### src/hdl/sfcb_pkg.sv
package sfcb_pkg;

  localparam int MAX_ENTITIES_DEF   = 1024;
  localparam int MAX_PLANES_DEF     = 16;
  localparam int WORDS_PER_CELL_DEF = 32;

  localparam int OP_W     = 2;
  localparam int INDEX_W  = 10;
  localparam int VALUE_W  = 32;
  localparam int MASK_W   = 32;
  localparam int OFF_W    = 5;
  localparam int COUNT_W  = 5;
  localparam int CFG_IDX_W  = 1;
  localparam int CFG_DATA_W = 5;
  localparam int ROW_W    = 4 * VALUE_W;
  localparam int OPA_W    = VALUE_W + 1;
  localparam int PROD_W   = OPA_W + VALUE_W;
  localparam int ACC_W    = PROD_W + 2;
  localparam int ENT_W    = INDEX_W + OFF_W;

  localparam logic signed [VALUE_W-1:0] Q_ONE = 32'sh0001_0000;

  typedef enum logic [OP_W-1:0] {
    OP_LOAD_PLANE = 2'd0,
    OP_LOAD_POSE  = 2'd1,
    OP_CULL       = 2'd2,
    OP_NONE       = 2'd3
  } op_t;

  localparam logic [CFG_IDX_W-1:0] CFG_PLANE_COUNT = 1'b0;
  localparam logic [CFG_IDX_W-1:0] CFG_DRAW_EN     = 1'b1;

  typedef struct packed {
    logic clear;
    logic mul;
    logic acc;
  } mac_ctl_t;

endpackage

### src/hdl/sfcb_mac.sv
module sfcb_mac (
  input  logic                                clk,
  input  sfcb_pkg::mac_ctl_t                  ctl,
  input  logic signed [sfcb_pkg::OPA_W-1:0]   op_a,
  input  logic signed [sfcb_pkg::VALUE_W-1:0] op_b,
  output logic                                not_pos
);

  logic signed [sfcb_pkg::PROD_W-1:0] prod_r;
  logic signed [sfcb_pkg::ACC_W-1:0]  acc_r;

  always_ff @(posedge clk) begin
    if (ctl.mul) begin
      prod_r <= op_a * op_b;
    end
    if (ctl.clear) begin
      acc_r <= '0;
    end else if (ctl.acc) begin
      acc_r <= acc_r + sfcb_pkg::ACC_W'(prod_r);
    end
  end

  assign not_pos = acc_r[sfcb_pkg::ACC_W-1] || (acc_r == '0);

endmodule

### config.mk
export PLATFORM = sky130hd
export DESIGN_NAME = sfcb_mac
export DESIGN_NICKNAME = d
export VERILOG_FILES = /design/src/hdl/sfcb_pkg.sv /design/src/hdl/sfcb_mac.sv
export SDC_FILE = /design/constraint.sdc
export NUM_CORES = 2
export LEC_CHECK = 0
export BUFFER_PORTS_ARGS = -buffer_cell sky130_fd_sc_hd__buf_4
export CORE_MARGIN = 2
export CORE_UTILIZATION = 55
export DETAILED_ROUTE_END_ITERATION = 12
export PLACE_DENSITY = 0.71
export SETUP_SLACK_MARGIN = 0.02
export SYNTH_ARGS = -nofsm -noshare
export SYNTH_HDL_FRONTEND = slang
export SYNTH_SLANG_ARGS = --single-unit
### constraint.sdc
create_clock -name clk -period 11.4 [get_ports clk]
set_clock_uncertainty 0.15 [all_clocks]
set_input_delay 2.28 -clock clk [delete_from_list [all_inputs] [get_ports clk]]
set_output_delay 2.28 -clock clk [all_outputs]
set_load 0.02 [all_outputs]
Word level (Yosys, flattened, before mapping) --
Index checks and enable logic that the tools add are counted.
Word-level totals: register bits 132, latch bits 0, memory bits (writable) 0, memory bits (read-only) 0, input port bits 69, output and inout bits 1, word-level logic and storage cells 6, memories 0
Operators by class: add/subtract/negate cells 1, $mul 1, div/mod/pow operators 0, $lt $le $gt $ge 0, equality and inequality tests 0, shifts and indexed selects 0, multiplexer cells 0, bitwise operators 0, reductions and logical operators 2
Operator list (number):
- adder 67 x 65 -> 67 bit | 1
- zero test 67 bit | 1
- multiplier 33 x 32 -> 65 bit | 1
- logical OR 1 bit | 1

Longest topological paths before layout --
depth in word-level cells 2, gate-level depth with buffers 29, mapped depth without buffers 27

Worst setup path before layout --
OpenSTA, ideal clock, no wires.
path type input -> register, start point input port op_a[32] in the netlist's numbering, end point register prod_r[61] in the netlist's numbering, data pin, library setup time 0.174 ns, arrival 9.754 ns, required time 11.076 ns, path slack 1.322 ns, stages 27, path buffers 1, path through clkbuf_1 > nand2_1 > inv_1 > fa_1 > inv_1 > fa_1 > inv_1 > fa_1 > fa_1 > inv_1 > fa_1 > inv_1 > fa_1 > inv_1 > fa_1 > fa_1 > inv_1 > ha_1 > a21o_1 > a21o_1 > a21o_1 > a21o_1 > a21o_1 > a21o_1 > a21oi_1 > mux2_2 > a311oi_1
On the way: word-level cells in the longest chain between the ends 1
RTL lines:
- from (decl) | RTL line sfcb_mac.sv:4 | input logic signed [sfcb_pkg::OPA_W-1:0] op_a,
- multiplier 33 x 32 -> 65 bit | RTL line sfcb_mac.sv:14 | prod_r <= op_a * op_b;
- to (signal assigned) | RTL line sfcb_mac.sv:14
- to (decl) | RTL line sfcb_mac.sv:9 | logic signed [sfcb_pkg::PROD_W-1:0] prod_r;
No other way between the ends. A chain may end at the register's enable or synchronous reset.

Worst setup path after layout --
start point input port op_b[5] in the netlist's numbering, end point register prod_r[61] in the netlist's numbering, data pin
On the way: word-level cells in the longest chain between the ends 1
RTL lines:
- from (decl) | RTL line sfcb_mac.sv:5 | input logic signed [sfcb_pkg::VALUE_W-1:0] op_b,
- multiplier 33 x 32 -> 65 bit | RTL line sfcb_mac.sv:14
No other way between the ends.

==> flow_metrics.py <==
metrics = {
    "drt": {
        "met3WireLength_um": 7200,
        "top_layer": "met5",
        "drt_pass1_iterations": 6,
        "vias": 32200,
        "wl_per_cell_um": 19.3,
        "drt_iter0_drc": 2005,
        "drc": 0,
        "wirelength_um": 111000,
        "ant_nets": 0,
        "met1Wirelength_um": 45800,
        "via_per_inst": 5.57,
        "wl_met2_um": 55100,
    },
    "setup_path": {
        "cp.required_ns": 11.50,
        "path_max_fanout": 33,
        "path_class": "in2reg",
        "start_kind": "primary input",
        "end_kind": "flop",
        "arrival_ns": 10.39,
    },
    "run": {
        "max_cap_viol_count": 0,
    },
    "timing": {
        "post-route-min-period_ns": 10.29,
        "finalCritPeriodShare_pct": 90.3,
        "max-slew-margin-rel_pct": 40.1,
        "max_freq_mhz": 97.1,
        "slew_violations": 0,
        "tightest_slew_ns": 0.899,
        "final_hold_viol_count": 0,
        "rsz0062_at_grt": "no",
        "tns_ns": 0,
        "setup_viol": 0,
    },
    "synthesis": {
        "ys_seq_area_share_pct": 7.27,
        "synth_area_leader_cell": "fa_1",
        "synthArstFlopShare_pct": 0,
        "ys_warn_count": 0,
        "synth_fp_nets": 6281,
        "syn-cell-area_mm2": 0.0453,
        "yosys_register_bits": 132,
        "synthCells": 4847,
        "syn_avg_cell_area_um2": 9.35,
        "synthFlopType": "dfxtp_1",
        "synth.distinct_cells": 74,
        "synth_top_cell_area_share_pct": 49.2,
        "synth_edf_count": 65,
        "ys_top_cells_by_area": "fa_1, inv_1, and2_1",
    },
    "place": {
        "place_congestion": 0.901,
        "dp_hpwl_um": 89300,
        "portBuffers": 69,
        "dpl_cell_area_mm2": 0.0463,
        "place_inst": 5743,
    },
    "grt": {
        "grt_first_pass_wirelength_um": 190000,
        "grt_pass1_vias": 35800,
        "antenna_found_initial": 3,
        "grt_usage_pct": 28.1,
        "overflow": 0,
        "grt_max_degree": 66,
    },
    "finish": {
        "finish.instance_area_mm2": 0.0470,
        "insertedDiodeCount": 0,
        "drive_above_1_share_pct": 2.78,
        "layout.nets": 6126,
        "fin_cells": 5775,
        "area_growth_pct": 3.61,
        "fillers": 7190,
    },
    "clock_network": {
        "ctsResizeCount": 0,
        "cts_tree": "built",
        "clk_pin_slew_ns": 0.07,
        "cts_post_setup_buffers_inserted": 0,
        "cts_root_buf": "clkbuf_16",
        "cts_buffers": 17,
        "clock_latency_ns": 0.43,
        "postCtsHoldBufs": 0,
        "htreeDepth": 4,
        "cts_max_path_buffers": 2,
        "cts.sinks": 132,
    },
    "hold_path": {
        "hp-class": "reg2reg",
    },
    "run_status": {
        "status": "finished clean",
    },
    "die": {
        "fp.dieW_um": 291,
        "coreArea_mm2": 0.0818,
        "io_pins": 70,
        "dieArea_mm2": 0.0847,
        "initial_core_util_pct": 55.4,
        "dieHeight_um": 291,
        "rows": 105,
    },
}
[worst max-delay path, stage by stage]
cell and delay, ns:
buf_4 0.24, nand2_1 0.21, inv_1 0.08, fa_1 0.56
inv_1 0.14, fa_1 0.53, inv_1 0.12, fa_1 0.58
fa_1 0.62, inv_1 0.47, fa_1 0.63, inv_1 0.06
fa_1 0.52, inv_1 0.05, fa_1 0.46, fa_1 0.51
inv_1 0.04, ha_1 0.33, a21o_1 0.20, a21o_1 0.17
a21o_1 0.21, a21o_1 0.18, a21o_1 0.16, a21o_1 0.17
a21oi_1 0.26, mux2_2 0.37, a311oi_1 0.21
[path summary, 6_finish.rpt]
kind,startpoint,endpoint,cells after the start,slack [ns]
max reg2reg,prod_r[8],acc_r[64],11,7.56
min,acc_r[64],acc_r[64],2,0.33
min reg2reg,acc_r[64],acc_r[64],2,0.33
max,op_b[5],prod_r[61],27,1.11
[kinds of logic (layout without fill, tap and decap cells)]
| group | Yosys count | count (layout) | synth area share, % |
|---|---|---|---|
| compound gates | 480 | 480 | 7.01 |
| xor+xnor | 131 | 131 | 2.53 |
| buf+inv | 1263 | 1121 | 10.5 |
| fa+ha+maj | 1365 | 1365 | 56.1 |
| mux | 43 | 43 | 0.953 |
| flops | 132 | 132 | 7.27 |
| simple gates | 1433 | 1433 | 15.6 |
[flip-flops by register name (all words and copies together) (netlist names)]
name    count
prod_r     65
acc_r      67
[cell usage in the layout, fill, tap and decap left out, drive strengths merged, types with 5 or more instances in the layout]
| cell type | n |
|---|---|
| a311oi | 5 |
| a41oi | 5 |
| dfxtp | 67 |
| and2 | 533 |
| a211oi | 13 |
| nand3 | 32 |
| buf | 80 |
| o21ai | 84 |
| nand2b | 17 |
| mux2i | 42 |
| and3 | 25 |
| or3 | 5 |
| a31oi | 24 |
| a21boi | 7 |
| nor3 | 15 |
| inv | 1018 |
| o21bai | 24 |
| a21oi | 139 |
| edfxtp | 65 |
| nand4 | 25 |
| xor2 | 37 |
| clkbuf | 17 |
| o21a | 17 |
| a221oi | 5 |
| nand2 | 601 |
| xnor2 | 94 |
| nor2b | 16 |
| fa | 1113 |
| nor2 | 133 |
| o211ai | 12 |
| ha | 252 |
| nor4 | 18 |
| a21o | 98 |
[cell usage after synthesis (all sizes together), types with 5 or more instances]
library cell / n
fa: 1113
inv: 1009
nand2: 601
and2: 533
ha: 252
clkbuf: 242
a21oi: 139
nor2: 133
a21o: 98
xnor2: 94
o21ai: 84
dfxtp: 67
edfxtp: 65
mux2i: 42
xor2: 37
nand3: 32
and3: 25
nand4: 25
a31oi: 24
o21bai: 24
nor4: 18
nand2b: 17
o21a: 17
nor2b: 16
nor3: 15
a211oi: 13
buf: 12
o211ai: 12
a21boi: 7
a221oi: 5
a311oi: 5
a41oi: 5
or3: 5
[routing by layer]
layer	up-vias	track usage, %
met5	-	0
met4	6	7.60
met3	234	3.31
met2	1116	48.5
met1	16600	37.6
li1	14200	-
[per-stage QoR]
stage	util [%]	hold WS, ns	setup slack [ns]
after detailed placement	56.6	0.323	0.618
after floorplan	-	0.294	1.32
after global routing	57.4	0.359	0.550
after CTS	57.4	0.333	1.05
final	57.4	0.331	1.11
after global placement	56.6	0.313	0.779
[final cells by class]
cell class / count / area, µm² / area share, %
clock inverter: 15 / 235 / 0.501
multi-input combinational: 3452 / 37300 / 79.4
timing repair buffer: 80 / 601 / 1.28
clock buffer: 17 / 425 / 0.906
sequential: 132 / 3290 / 7.01
tap: 1070 / 1340 / 2.85
inverter: 1009 / 3790 / 8.07
Power is not shown: default switching activity piles up to over one toggle a cycle in this logic, so the estimate is an artifact.
